## src/hdl/asum_pkg.sv

```systemverilog
// Shared types and codes for the array sum accelerator.
`default_nettype none
package asum_pkg;

  localparam int WordW = 32;
  localparam int OpLsb = 12;
  localparam int OpW = 3;

  localparam logic [1:0] CMD_ISSUE = 2'd0;
  localparam logic [1:0] CMD_TICK  = 2'd1;
  localparam logic [1:0] CMD_READ  = 2'd2;

  localparam logic [1:0] KIND_SUM         = 2'd0;
  localparam logic [1:0] KIND_BUSY        = 2'd1;
  localparam logic [1:0] KIND_UNSUPPORTED = 2'd2;
  localparam logic [1:0] KIND_BADARG      = 2'd3;

  typedef struct packed {
    logic [1:0]       command;
    logic [WordW-1:0] instruction_word;
    logic [WordW-1:0] base_address;
    logic [WordW-1:0] element_count;
    logic             mem_can_request;
    logic             mem_response_valid;
    logic [WordW-1:0] mem_response_data;
  } step_in_t;

  typedef struct packed {
    logic             mem_request_valid;
    logic [WordW-1:0] mem_request_address;
    logic             mem_response_consume;
    logic             response_pending;
    logic [WordW-1:0] response_value;
    logic [1:0]       response_kind;
    logic             job_busy;
  } step_out_t;

  typedef struct packed {
    logic busy;
    logic pending;
    logic waiting;
  } status_t;

endpackage
`default_nettype wire

```

## src/hdl/array_sum_accelerator_core.sv

```systemverilog
// An accepted item passes the input register and then the result register on its way out.
// Throughput: one item per cycle unless m_axis_tready stalls; one job state step per item.
// The result register is reloaded as it is taken, so input and output run concurrently.
// Reset (rst, synchronous, active high) clears both stage valid flags and all job state to zero.
`default_nettype none
module array_sum_accelerator_core (
  input  wire logic         clk,
  input  wire logic         rst,
  input  wire logic         s_axis_tvalid,
  output logic              s_axis_tready,
  // From bit 0: instruction_word[31:0], base_address[63:32], element_count[95:64],
  // mem_can_request[96], mem_response_valid[97], mem_response_data[129:98], zeros.
  input  wire logic [135:0] s_axis_tdata,
  // command[1:0]
  input  wire logic [1:0]   s_axis_tuser,
  output logic              m_axis_tvalid,
  input  wire logic         m_axis_tready,
  // From bit 0: mem_request_valid[0], mem_request_address[32:1], mem_response_consume[33],
  // response_pending[34], response_value[66:35], job_busy[67], zeros.
  output logic [71:0]       m_axis_tdata,
  // response_kind[1:0]
  output logic [1:0]        m_axis_tuser
);

  logic                in_valid;
  asum_pkg::step_in_t  in_reg;
  asum_pkg::step_in_t  in_next;
  logic                out_valid;
  asum_pkg::step_out_t out_reg;
  asum_pkg::step_out_t step_res;
  asum_pkg::status_t   status;
  logic                advance;

  assign advance       = in_valid && (!out_valid || m_axis_tready);
  assign s_axis_tready = !in_valid || advance;

  assign in_next = '{
    command:            s_axis_tuser,
    instruction_word:   s_axis_tdata[31:0],
    base_address:       s_axis_tdata[63:32],
    element_count:      s_axis_tdata[95:64],
    mem_can_request:    s_axis_tdata[96],
    mem_response_valid: s_axis_tdata[97],
    mem_response_data:  s_axis_tdata[129:98]
  };

  always_ff @(posedge clk) begin
    if (rst) begin
      in_valid <= 1'b0;
    end else if (s_axis_tready) begin
      in_valid <= s_axis_tvalid;
    end
  end

  always_ff @(posedge clk) begin
    if (s_axis_tvalid && s_axis_tready) begin
      in_reg <= in_next;
    end
  end

  asum_engine u_engine (
    .clk      (clk),
    .rst      (rst),
    .step_en  (advance),
    .step_in  (in_reg),
    .step_out (step_res),
    .status   (status)
  );

  always_ff @(posedge clk) begin
    if (rst) begin
      out_valid <= 1'b0;
    end else if (!out_valid || m_axis_tready) begin
      out_valid <= in_valid;
    end
  end

  always_ff @(posedge clk) begin
    if (advance) begin
      out_reg <= step_res;
    end
  end

  assign m_axis_tvalid = out_valid;
  assign m_axis_tdata  = {4'b0000, out_reg.job_busy, out_reg.response_value,
                          out_reg.response_pending, out_reg.mem_response_consume,
                          out_reg.mem_request_address, out_reg.mem_request_valid};
  assign m_axis_tuser  = out_reg.response_kind;

`ifndef SYNTHESIS
  // A single step never both issues a request and takes a response.
  a_req_xor_consume: assert property (@(posedge clk) disable iff (rst)
    advance |-> !(step_res.mem_request_valid && step_res.mem_response_consume))
    else $error("request and consume in the same step");

  // Taking a memory word leaves the job ready to request the next one.
  a_consume_clears_wait: assert property (@(posedge clk) disable iff (rst)
    advance && step_res.mem_response_consume |=> !status.waiting)
    else $error("still waiting after a consumed word");

  // Only a read reports a nonzero kind.
  a_kind_on_read: assert property (@(posedge clk) disable iff (rst)
    advance && (in_reg.command != asum_pkg::CMD_READ)
      |-> step_res.response_kind == asum_pkg::KIND_SUM)
    else $error("kind reported outside a read");

  // A request only comes from an active job.
  a_req_when_busy: assert property (@(posedge clk) disable iff (rst)
    advance && step_res.mem_request_valid |-> status.busy && step_res.job_busy)
    else $error("memory request without an active job");
`endif

endmodule
`default_nettype wire

```

## src/hdl/asum_engine.sv

```systemverilog
// Job state and the one-step sequencer of the array sum accelerator.
`default_nettype none
module asum_engine (
  input  wire logic               clk,
  input  wire logic               rst,
  input  wire logic               step_en,
  input  wire asum_pkg::step_in_t step_in,
  output asum_pkg::step_out_t     step_out,
  output asum_pkg::status_t       status
);

  logic                       busy_flag, busy_flag_next;
  logic                       response_flag, response_flag_next;
  logic                       waiting, waiting_next;
  logic [asum_pkg::WordW-1:0] job_base, job_base_next;
  logic [asum_pkg::WordW-1:0] job_length, job_length_next;
  logic [asum_pkg::WordW-1:0] word_index, word_index_next;
  logic [asum_pkg::WordW-1:0] running_sum, running_sum_next;
  logic [asum_pkg::WordW-1:0] stored_response, stored_response_next;
  logic [1:0]                 stored_kind, stored_kind_next;
  logic [asum_pkg::OpW-1:0]   op;

  assign op = step_in.instruction_word[asum_pkg::OpLsb +: asum_pkg::OpW];

  always_comb begin
    busy_flag_next       = busy_flag;
    response_flag_next   = response_flag;
    waiting_next         = waiting;
    job_base_next        = job_base;
    job_length_next      = job_length;
    word_index_next      = word_index;
    running_sum_next     = running_sum;
    stored_response_next = stored_response;
    stored_kind_next     = stored_kind;
    step_out             = '0;

    unique case (step_in.command)
      asum_pkg::CMD_ISSUE: begin
        // A rejected command posts an error kind, overwriting any response.
        if (busy_flag || response_flag) begin
          stored_response_next = '0;
          stored_kind_next     = asum_pkg::KIND_BUSY;
          response_flag_next   = 1'b1;
        end else if (op != '0) begin
          stored_response_next = '0;
          stored_kind_next     = asum_pkg::KIND_UNSUPPORTED;
          response_flag_next   = 1'b1;
        end else if (step_in.base_address[1:0] != 2'b00) begin
          stored_response_next = '0;
          stored_kind_next     = asum_pkg::KIND_BADARG;
          response_flag_next   = 1'b1;
        end else begin
          job_base_next    = step_in.base_address;
          job_length_next  = step_in.element_count;
          word_index_next  = '0;
          running_sum_next = '0;
          waiting_next     = 1'b0;
          busy_flag_next   = 1'b1;
        end
      end
      asum_pkg::CMD_TICK: begin
        if (busy_flag && !response_flag) begin
          if (word_index == job_length) begin
            stored_response_next = running_sum;
            stored_kind_next     = asum_pkg::KIND_SUM;
            response_flag_next   = 1'b1;
            busy_flag_next       = 1'b0;
            waiting_next         = 1'b0;
          end else if (!waiting) begin
            if (step_in.mem_can_request) begin
              step_out.mem_request_valid   = 1'b1;
              step_out.mem_request_address = job_base + {word_index[asum_pkg::WordW-3:0], 2'b00};
              waiting_next                 = 1'b1;
            end
          end else if (step_in.mem_response_valid) begin
            running_sum_next              = running_sum + step_in.mem_response_data;
            step_out.mem_response_consume = 1'b1;
            word_index_next               = word_index + 1'b1;
            waiting_next                  = 1'b0;
          end
        end
      end
      asum_pkg::CMD_READ: begin
        step_out.response_value = stored_response;
        step_out.response_kind  = stored_kind;
        response_flag_next      = 1'b0;
      end
      default: begin
      end
    endcase

    step_out.response_pending = response_flag_next;
    step_out.job_busy         = busy_flag_next;
  end

  always_ff @(posedge clk) begin
    if (rst) begin
      busy_flag       <= 1'b0;
      response_flag   <= 1'b0;
      waiting         <= 1'b0;
      job_base        <= '0;
      job_length      <= '0;
      word_index      <= '0;
      running_sum     <= '0;
      stored_response <= '0;
      stored_kind     <= asum_pkg::KIND_SUM;
    end else if (step_en) begin
      busy_flag       <= busy_flag_next;
      response_flag   <= response_flag_next;
      waiting         <= waiting_next;
      job_base        <= job_base_next;
      job_length      <= job_length_next;
      word_index      <= word_index_next;
      running_sum     <= running_sum_next;
      stored_response <= stored_response_next;
      stored_kind     <= stored_kind_next;
    end
  end

  assign status = '{busy: busy_flag, pending: response_flag, waiting: waiting};

endmodule
`default_nettype wire
```

## config.mk

```make
export PLATFORM = sky130hd
export DESIGN_NAME = array_sum_accelerator_core
export DESIGN_NICKNAME = d
export VERILOG_FILES = /design/src/hdl/asum_pkg.sv /design/src/hdl/array_sum_accelerator_core.sv /design/src/hdl/asum_engine.sv
export SDC_FILE = /design/constraint.sdc
export NUM_CORES = 1
export LEC_CHECK = 0
export ABC_CLOCK_PERIOD_IN_PS = 4800
export BUFFER_PORTS_ARGS = -buffer_cell sky130_fd_sc_hd__buf_2
export CAP_MARGIN = 5
export CORE_MARGIN = 5
export CORE_UTILIZATION = 48
export CTS_BUF_LIST = sky130_fd_sc_hd__clkbuf_8
export CTS_CLUSTER_DIAMETER = 80
export DETAILED_ROUTE_END_ITERATION = 6
export HOLD_SLACK_MARGIN = 0.06
export PLACE_DENSITY = 0.69
export SLEW_MARGIN = 15
export SYNTH_ARGS = -nofsm -noshare
export SYNTH_HDL_FRONTEND = slang
export SYNTH_SLANG_ARGS = --single-unit
export TNS_END_PERCENT = 1
```

## constraint.sdc

```tcl
create_clock -name clk -period 4.8 [get_ports clk]
set_input_delay 0.24 -clock clk [delete_from_list [all_inputs] [get_ports clk]]
set_output_delay 0.24 -clock clk [all_outputs]
set_load 0.01 [all_outputs]
```

==> results of run 1 <==
[path summary, 6_finish.rpt]
path	from	end	slack, ns	depth (start not counted)
min	rst	u_engine.stored_response[27]	0.28	2
max reg2reg	u_engine.word_index[0]	m_axis_tdata[29]	0.79	13
min reg2reg	u_engine.job_base[0]	u_engine.job_base[0]	0.44	2
max	u_engine.word_index[0]	m_axis_tdata[29]	0.79	13
[cells in the final DEF (no fill, tap or decap), types with 4 or more instances in the layout]
master | Yosys | final
bufinv_16 | 0 | 6
nand2_1 | 192 | 192
inv_1 | 24 | 34
clkinv_2 | 0 | 11
and2_1 | 41 | 40
buf_4 | 4 | 15
dfxtp_1 | 167 | 167
buf_2 | 0 | 177
nor2b_1 | 10 | 10
a22oi_1 | 45 | 45
xnor2_1 | 26 | 26
a21oi_1 | 123 | 123
a211oi_1 | 8 | 8
xor2_1 | 78 | 78
o31ai_1 | 6 | 6
or3_1 | 13 | 13
ha_1 | 61 | 61
o21ai_0 | 52 | 52
nor2_1 | 136 | 133
diode_2 | 0 | 4
edfxtp_1 | 173 | 173
a21o_1 | 28 | 28
nand3_1 | 16 | 15
and3_1 | 11 | 11
clkinv_1 | 1 | 14
mux2i_1 | 4 | 4
clkbuf_8 | 0 | 65
dlygate4sd3_1 | 0 | 106
conb_1 | 1 | 4
a31oi_1 | 10 | 9
nand2b_1 | 10 | 10
o21a_1 | 8 | 8
and4_1 | 4 | 4
nor3_1 | 17 | 17
nand4_1 | 15 | 15
nor4_1 | 11 | 11
o21bai_1 | 9 | 9
[logic make-up after synthesis]
kind of cell | Yosys count | synth area share
xor+xnor | 104 | 0.0614
mux | 4 | 0.00270
compound gates | 316 | 0.132
fa+ha+maj | 63 | 0.0541
other cells | 1 | 0.000253
buf+inv | 79 | 0.0215
simple gates | 487 | 0.152
flops | 340 | 0.575
[worst register-to-register path, delay by kind of cell, from the launching register on]
family / cells / cell delay [ns]
AND/OR/NAND/NOR: 3 / 0.71
flip-flops: 1 / 0.47
adder cells (fa/ha/maj): 2 / 0.60
buffers and inverters: 1 / 0.06
AO/OA/AOI/OAI: 7 / 2.05
[power breakdown]
part	leakage (nW)	total, mW	switching (mW)	internal (mW)
sequential	2.99	3.17	0.0287	3.14
clock	0.670	2.72	1.16	1.56
combinational	3.81	0.303	0.166	0.138
total	7.47	6.19	1.36	4.84
[through the flow]
stage | hold WS (ns) | cell area [sq um] | worst slack [ns]
floorplan | 0.339 | 14800 | 0.691
global placement | 0.418 | 16100 | 1.04
detailed placement | 0.418 | 16100 | 0.817
CTS | 0.236 | 18400 | 0.793
global route | 0.279 | 18400 | 0.407
finish | 0.279 | 18400 | 0.786
[cells in the mapped netlist (3+ instances only)]
| cell type | instances | area [sq um] |
|---|---|---|
| o21bai_1 | 9 | 67.6 |
| xor2_1 | 78 | 683 |
| nand4_1 | 15 | 93.8 |
| or3_1 | 13 | 81.3 |
| nor3_1 | 17 | 85.1 |
| nor2b_1 | 10 | 62.6 |
| o21ai_0 | 52 | 260 |
| a211oi_1 | 8 | 60.1 |
| nor2_1 | 136 | 510 |
| a2111oi_0 | 3 | 26.3 |
| buf_4 | 4 | 30.0 |
| a31o_2 | 3 | 26.3 |
| o31ai_1 | 6 | 45.0 |
| a21oi_1 | 123 | 616 |
| o31a_1 | 3 | 26.3 |
| a22oi_1 | 45 | 338 |
| nand2b_1 | 10 | 62.6 |
| a21o_1 | 28 | 210 |
| nor4_1 | 11 | 68.8 |
| ha_1 | 61 | 763 |
| clkbuf_1 | 49 | 184 |
| inv_1 | 24 | 90.1 |
| nand3_1 | 16 | 80.1 |
| and2_1 | 41 | 257 |
| and3_1 | 11 | 68.8 |
| dfxtp_1 | 167 | 3340 |
| a211o_1 | 3 | 26.3 |
| a31oi_1 | 10 | 62.6 |
| mux2i_1 | 4 | 40.0 |
| nand2_1 | 192 | 721 |
| o21a_1 | 8 | 60.1 |
| edfxtp_1 | 173 | 5190 |
| and4_1 | 4 | 35.0 |
| xnor2_1 | 26 | 228 |
[per-layer routing]
| metal | wire length [um] | part of all wire | track usage | vias to the layer above |
|---|---|---|---|---|
| met5 | 13 | 0.00036 | 0 | - |
| met4 | 1110 | 0.031 | 0.0752 | 2 |
| met3 | 1880 | 0.052 | 0.0393 | 81 |
| met2 | 18200 | 0.50 | 0.363 | 291 |
| met1 | 15100 | 0.42 | 0.259 | 5385 |
| li1 | - | - | - | 5602 |
[final cells by class]
| type | count | area (sq um) |
|---|---|---|
| Sequential cell | 340 | 8540 |
| Antenna cell | 4 | 10.0 |
| Fill cell | 2531 | 12200 |
| Clock buffer | 65 | 895 |
| Inverter | 25 | 95.1 |
| Tap cell | 396 | 495 |
| Clock inverter | 41 | 328 |
| Multi-Input combinational cell | 978 | 6020 |
| Timing Repair Buffer | 298 | 2060 |
[what timing repair did]
action / in CTS / in global routing
hold endpoints to repair: 105 / 0
setup endpoints to repair: 0 / 0
hold buffers: 106 / 0
==> flow_metrics.py, run 1 <==
metrics = {
    "status": {
        "outcome": "finished clean",
    },
    "floorplan": {
        "core_area_sq_um": 30600,
        "dieArea_sq_um": 34500,
        "initial_utilization": 0.485,
        "fp.dieW_um": 186,
        "row_count": 64,
        "die_y_um": 186,
        "ios": 218,
    },
    "worst_setup_path": {
        "cp_top_family": "compound AO/OA/AOI/OAI gates",
        "cp.required_ns": 5.23,
        "cp.arrival_ns": 4.45,
        "cp_max_fo": 7,
        "cp_cell_sequence": "ha_1 > inv_1 > fa_1 > nor2b_1 > o21ai_0 > a21boi_0 > o311ai_0 > nor3_1 > nor2_1 > a2111oi_0 > o31ai_1 > a21o_1 > a21oi_1",
        "cp.buffers_inverters": 1,
        "critPathLaunchType": "register",
        "critPathCaptureType": "register",
        "path_class": "register to register",
        "max_stage_delay_ns": 0.55,
        "crit_slowest_cell": "a21boi_0",
    },
    "yosys": {
        "netlist_area_sq_um": 14800,
        "avgSynthCellArea_sq_um": 10.6,
        "async_flop_share": 0,
        "yosys_warnings": 0,
        "ys_seq_area_frac": 0.575,
        "synth-seq-cells": 340,
        "syn_inst": 1394,
        "ys.flop_type": "edfxtp_1",
        "synth_edf_count": 173,
        "ys_types": 60,
    },
    "grt": {
        "grt_usage": 0.208,
        "antenna_found_initial": 5,
        "grt_pass1_vias": 11400,
        "grt_max_degree": 81,
        "grt_pass1_wl_mm": 57.9,
        "grt_overflow": 0,
    },
    "timing": {
        "fmax_mhz": 249,
        "clock_skew_ns": 0.0269,
        "rsz0062_at_grt": "no",
        "slew_violations": 0,
        "tightestPinTransition_ns": 1.00,
        "finalCriticalPeriod_ns": 4.01,
        "fin_crit_sh": 0.836,
        "relSlewSlack": 0.330,
        "report.final.hold_viol_count": 0,
        "setup_violations": 0,
        "fin_setup_tns_ns": 0,
    },
    "place": {
        "gp_congestion": 0.850,
        "hpwlAfterDp_mm": 23.7,
        "port-buffer-count": 178,
        "placedCellCount": 1931,
    },
    "clock_tree": {
        "cts-root-buf": "clkbuf_8",
        "cts.path.max_buffers": 3,
        "cts_buffers": 57,
        "htree_num_levels": 2,
        "cts.repair.resized": 0,
        "worstSkewPairLatency_ns": 0.58,
        "post-cts-setup-buffer-count": 0,
        "clk_pin_slew_worst_paths_ns": 0.06,
        "cts_sinks": 340,
        "cts_tree": "built",
    },
    "power_and_ir_drop": {
        "irDropWorstVdd_mv": 0.291,
        "power_mw": 6.19,
        "power_leakage_nw": 7.47,
        "p_per_area_nw_per_um2": 336,
    },
    "detailed_routing": {
        "drt-wirelength-per-cell_um": 16.9,
        "via_per_inst": 5.29,
        "vias": 11400,
        "drcViolationCount": 0,
        "drtPass1Iterations": 5,
        "drt_iter0_drc": 659,
        "antenna_left": 0,
        "drt-total-wl_mm": 36.3,
    },
    "layout": {
        "stdcell_count": 2147,
        "area_delta_synth_final_pct": 24.3,
        "final_util": 0.603,
        "drive_gt1_frac": 0.168,
        "largest_reg_flops": 103,
        "nets": 1905,
    },
    "hold_path": {
        "hold_path.class": "input pin to register",
    },
    "flow_run": {
        "maxCapViolCount": 0,
    },
}
Note: power is estimated with default switching activity, not from simulation.
==> run 2: changes to the inputs <==
--- a/config.mk
+++ b/config.mk
@@ -5,7 +5,7 @@
 export SDC_FILE = /design/constraint.sdc
 export NUM_CORES = 1
 export LEC_CHECK = 0
-export ABC_CLOCK_PERIOD_IN_PS = 4800
+export ABC_CLOCK_PERIOD_IN_PS = 4100
 export BUFFER_PORTS_ARGS = -buffer_cell sky130_fd_sc_hd__buf_2
 export CAP_MARGIN = 5
 export CORE_MARGIN = 5
==> constraint.sdc (replaced) <==
create_clock -name clk -period 4.1 [get_ports clk]
set_input_delay 0.205 -clock clk [delete_from_list [all_inputs] [get_ports clk]]
set_output_delay 0.205 -clock clk [all_outputs]
set_load 0.01 [all_outputs]
==> flow_metrics.py, run 2 (synthesis gave the netlist of run 1 again) <==
metrics = {
    "timing": {
        "tightestPinTransition_ns": 1.05,
        "report.final.hold_viol_count": 0,
        "clock_skew_ns": 0.0293,
        "finalCriticalPeriod_ns": 3.57,
        "fmax_mhz": 280,
        "setup_ws_ns": 0.532,
        "slew_violations": 0,
        "relSlewSlack": 0.299,
        "fin_crit_sh": 0.870,
        "fin_setup_tns_ns": 0,
        "setup_violations": 0,
        "rsz0062_at_grt": "no",
    },
    "detailed_routing": {
        "antenna_left": 0,
        "drcViolationCount": 0,
        "drt_iter0_drc": 731,
        "drt-wirelength-per-cell_um": 16.7,
        "drt-total-wl_mm": 35.8,
        "vias": 11300,
        "via_per_inst": 5.26,
        "drtPass1Iterations": 5,
    },
    "grt": {
        "grt_pass1_wl_mm": 56.8,
        "grt_max_degree": 93,
        "grt_usage": 0.204,
        "grt_overflow": 0,
        "grt_pass1_vias": 11100,
        "antenna_found_initial": 1,
    },
    "floorplan": {
        "initial_utilization": 0.485,
        "ios": 218,
        "fp.dieW_um": 186,
        "dieArea_sq_um": 34500,
        "die_y_um": 186,
        "row_count": 64,
        "core_area_sq_um": 30600,
    },
    "worst_setup_path": {
        "cp_max_fo": 7,
        "cp.arrival_ns": 3.99,
        "critPathCaptureType": "register",
        "cp.required_ns": 4.52,
        "r2r-end": "m_axis_tdata[29]",
        "r2r_start": "u_engine.word_index[0]",
        "crit_end": "m_axis_tdata[29]",
        "critPathLaunchType": "register",
        "path_class": "register to register",
        "worst-r2r-cell-count": 13,
        "startpoint": "u_engine.word_index[0]",
        "ff2ff_setup_slack_ns": 0.53,
    },
    "power_and_ir_drop": {
        "power_mw": 6.83,
        "irDropWorstVdd_mv": 0.299,
        "power_leakage_nw": 7.47,
        "p_per_area_nw_per_um2": 373,
    },
    "clock_tree": {
        "htree_num_levels": 2,
        "cts_tree": "built",
        "clk_pin_slew_worst_paths_ns": 0.07,
        "cts.repair.resized": 0,
        "cts-root-buf": "clkbuf_8",
        "ctsHoldBuffers": 106,
        "post-cts-setup-buffer-count": 0,
        "cts_sinks": 340,
        "cts_buffers": 56,
        "cts.path.max_buffers": 3,
        "worstSkewPairLatency_ns": 0.59,
    },
    "layout": {
        "layout_commonest_cell": "nand2_1",
        "final_cell_mix": "192 x nand2_1, 177 x buf_2, 173 x edfxtp_1",
        "stdcell_count": 2146,
        "largest_reg_flops": 103,
        "antenna_cells": 0,
        "area_delta_synth_final_pct": 23.4,
        "nets": 1908,
        "final_util": 0.598,
        "drive_gt1_frac": 0.164,
    },
    "hold_path": {
        "hold_start": "rst",
        "hold_path.class": "input pin to register",
    },
    "place": {
        "placedCellCount": 1935,
        "port-buffer-count": 178,
        "gp_congestion": 0.876,
        "hpwlAfterDp_mm": 23.6,
        "pre_cts_ws_ns": 0.562,
    },
    "status": {
        "outcome": "finished clean",
    },
    "flow_run": {
        "maxCapViolCount": 0,
    },
}
-- run 2: cell types whose count changed in the layout (fill, tap and decap cells not counted), sizes merged --
| cell | change |
|---|---|
| inv | +18 |
| clkinv | -11 |
| bufinv | -5 |
| buf | +4 |
| clkbuf | -4 |
| diode | -4 |
| clkinvlp | +1 |
-- run 2: power breakdown --
group	internal (mW)	leakage [nW]	total, mW	switching, mW
logic	0.161	3.83	0.355	0.194
clock network	1.43	0.644	2.76	1.33
registers	3.67	2.99	3.71	0.0353
-- run 2: metal layers --
metal | share of wire | track usage | vias up
met2 | 0.49 | 0.358 | 279
met1 | 0.43 | 0.261 | 5355
met5 | 0.00036 | 0 | -
li1 | - | - | 5605
met4 | 0.018 | 0.0568 | 2
met3 | 0.055 | 0.0363 | 56
-- run 2: final cells by class --
| cell class | count | area, sq um |
|---|---|---|
| clock buffer | 61 | 840 |
| clock inverter | 44 | 213 |
| fill | 2553 | 12300 |
| inverter | 25 | 97.6 |
| multi-input combinational | 978 | 6020 |
| sequential | 340 | 8540 |
| tap | 396 | 495 |
| timing repair buffer | 302 | 2100 |
-- run 2: how the worst min path moves through the flow --
stage / slack, ns / to / depth (start not counted)
finish: 0.24 / u_engine.stored_response[18] / 2
CTS: 0.24 / in_valid / 2
detailed placement: 0.38 / in_reg[5] / 1
global placement: 0.38 / in_reg[11] / 1
floorplan: 0.30 / in_reg[0] / 0
global route: 0.29 / u_engine.running_sum[18] / 2
-- run 2: critical path, stage by stage (launching register included) --
cell and delay (ns):
dfxtp_1 0.47, ha_1 0.21, inv_1 0.05, fa_1 0.37, nor2b_1 0.15, o21ai_0 0.11
a21boi_0 0.24, o311ai_0 0.31, nor3_1 0.40, nor2_1 0.14, a2111oi_0 0.48, o31ai_1 0.16
a21o_1 0.20, a21oi_1 0.12
-- run 2: per-stage QoR --
step,hold WS (ns),instance area [sq um]
detailed placement,0.383,16200
CTS,0.236,18300
global placement,0.382,16200
floorplan,0.304,14900
global route,0.288,18300
finish,0.242,18300
==> run 3: changes to the inputs <==
--- a/config.mk
+++ b/config.mk
@@ -5,7 +5,7 @@
 export SDC_FILE = /design/constraint.sdc
 export NUM_CORES = 1
 export LEC_CHECK = 0
-export ABC_CLOCK_PERIOD_IN_PS = 4100
+export ABC_CLOCK_PERIOD_IN_PS = 3550
 export BUFFER_PORTS_ARGS = -buffer_cell sky130_fd_sc_hd__buf_2
 export CAP_MARGIN = 5
 export CORE_MARGIN = 5
==> constraint.sdc (replaced) <==
create_clock -name clk -period 3.55 [get_ports clk]
set_input_delay 0.1775 -clock clk [delete_from_list [all_inputs] [get_ports clk]]
set_output_delay 0.1775 -clock clk [all_outputs]
set_load 0.01 [all_outputs]
==> flow_metrics.py, run 3 (synthesis gave the netlist of run 1 again) <==
metrics = {
    "layout": {
        "nets": 1919,
        "area_delta_synth_final_pct": 24.9,
        "drive_gt1_frac": 0.175,
        "layout_commonest_cell": "nand2_1",
        "final_cell_mix": "192 x nand2_1, 177 x buf_2, 173 x edfxtp_1",
        "largest_reg_flops": 103,
        "antenna_cells": 0,
        "final_util": 0.606,
    },
    "worst_setup_path": {
        "cp.buffers_inverters": 2,
        "critPathCaptureType": "register",
        "crit_slowest_cell": "a2111oi_0",
        "cp.arrival_ns": 3.68,
        "cp_cell_sequence": "ha_1 > inv_1 > fa_1 > nor2b_1 > o21ai_0 > a21boi_0 > o311ai_0 > nor3_1 > buf_4 > nor2_1 > a2111oi_0 > o31ai_1 > a21o_1 > a21oi_1",
        "max_stage_delay_ns": 0.48,
        "cp_top_family": "compound AO/OA/AOI/OAI gates",
        "path_class": "register to register",
        "startpoint": "u_engine.job_base[2]",
        "cp_max_fo": 3,
        "cp.required_ns": 3.97,
        "critPathLaunchType": "register",
        "r2r_start": "u_engine.job_base[2]",
    },
    "timing": {
        "fmax_mhz": 307,
        "clock_skew_ns": 0.0308,
        "relSlewSlack": 0.319,
        "fin_crit_sh": 0.918,
        "report.final.hold_viol_count": 0,
        "finalCriticalPeriod_ns": 3.26,
        "rsz0062_at_grt": "no",
        "slew_violations": 0,
        "hold_ws_ns": 0.166,
        "tightestPinTransition_ns": 1.02,
        "setup_violations": 0,
    },
    "flow_run": {
        "maxCapViolCount": 0,
    },
    "clock_tree": {
        "cts.path.max_buffers": 3,
        "htree_num_levels": 2,
        "cts-root-buf": "clkbuf_8",
        "cts_sinks": 340,
        "clk_pin_slew_worst_paths_ns": 0.06,
        "worstSkewPairLatency_ns": 0.60,
        "cts_tree": "built",
        "cts_buffers": 57,
    },
    "power_and_ir_drop": {
        "irDropWorstVdd_mv": 0.370,
        "p_per_area_nw_per_um2": 447,
        "power_leakage_nw": 7.56,
    },
    "detailed_routing": {
        "drt_iter0_drc": 618,
        "drcViolationCount": 0,
        "drt-wirelength-per-cell_um": 16.7,
        "drt-total-wl_mm": 36.1,
        "drtPass1Iterations": 5,
        "via_per_inst": 5.29,
        "vias": 11400,
        "antenna_left": 0,
    },
    "floorplan": {
        "die_y_um": 186,
        "initial_utilization": 0.485,
        "core_area_sq_um": 30600,
        "fp.dieW_um": 186,
        "row_count": 64,
        "dieArea_sq_um": 34500,
        "ios": 218,
    },
    "status": {
        "outcome": "finished clean",
    },
    "grt": {
        "antenna_found_initial": 0,
        "grt_overflow": 0,
        "grt_max_degree": 79,
        "grt_pass1_vias": 11200,
        "grt_pass1_wl_mm": 57.5,
        "grt_usage": 0.207,
    },
    "hold_path": {
        "hold_path.class": "input pin to register",
        "hold_start": "rst",
    },
    "place": {
        "port-buffer-count": 178,
        "gp_congestion": 0.882,
        "hpwlAfterDp_mm": 24.0,
    },
}
run 3: report_power, final:
group / switching [mW] / internal (mW)
logic: 0.226 / 0.190
registers: 0.0384 / 4.24
clock network: 1.57 / 2.01
total: 1.84 / 6.44
run 3: path summary, 6_finish.rpt:
check                                                     to  slack [ns]  depth (start not counted)
worst max-delay path                        m_axis_tdata[29]        0.29                         14
worst max register to register              m_axis_tdata[29]        0.29                         14
worst min-delay path            u_engine.stored_response[31]        0.17                          2
worst min register to register          u_engine.job_base[1]        0.44                          2
run 3: per-stage QoR:
step           setup slack (ns)  power (mW)  setup TNS [ns]  cell area (sq um)  cells
2_1_floorplan           -0.0290        4.52          -0.179              14900   1397
3_3_place_gp              0.177        4.68               0              16300   1944
3_5_place_dp              0.146        4.69               0              16300   1944
4_1_cts                  0.0875        8.36               0              18500   2157
5_1_grt                 0.00317        8.59               0              18500   2158
6_report                  0.291        8.28               0              18500   2158
run 3: routing by layer:
metal / GRT usage / routed length [um] / up-vias
li1: - / - / 5634
met1: 0.266 / 15400 / 5406
met2: 0.359 / 17900 / 304
met3: 0.0369 / 2040 / 62
met4: 0.0615 / 814 / 0
met5: 0 / 0 / -
run 3: area by class of cell:
cell class | instances | area, sq um
well taps | 396 | 495
flip-flops and latches | 340 | 8540
inverters | 25 | 97.6
fillers | 2551 | 12100
multi-input cells | 978 | 6020
repair buffers | 312 | 2180
clock buffers | 67 | 922
clock inverters | 40 | 278
run 3: what timing repair did:
action / CTS / global route
resized for setup: 0 / 1
hold endpoints to repair: 105 / 0
setup endpoints to repair: 0 / 2
buffers inserted: 0 / 1
hold buffers: 106 / 0
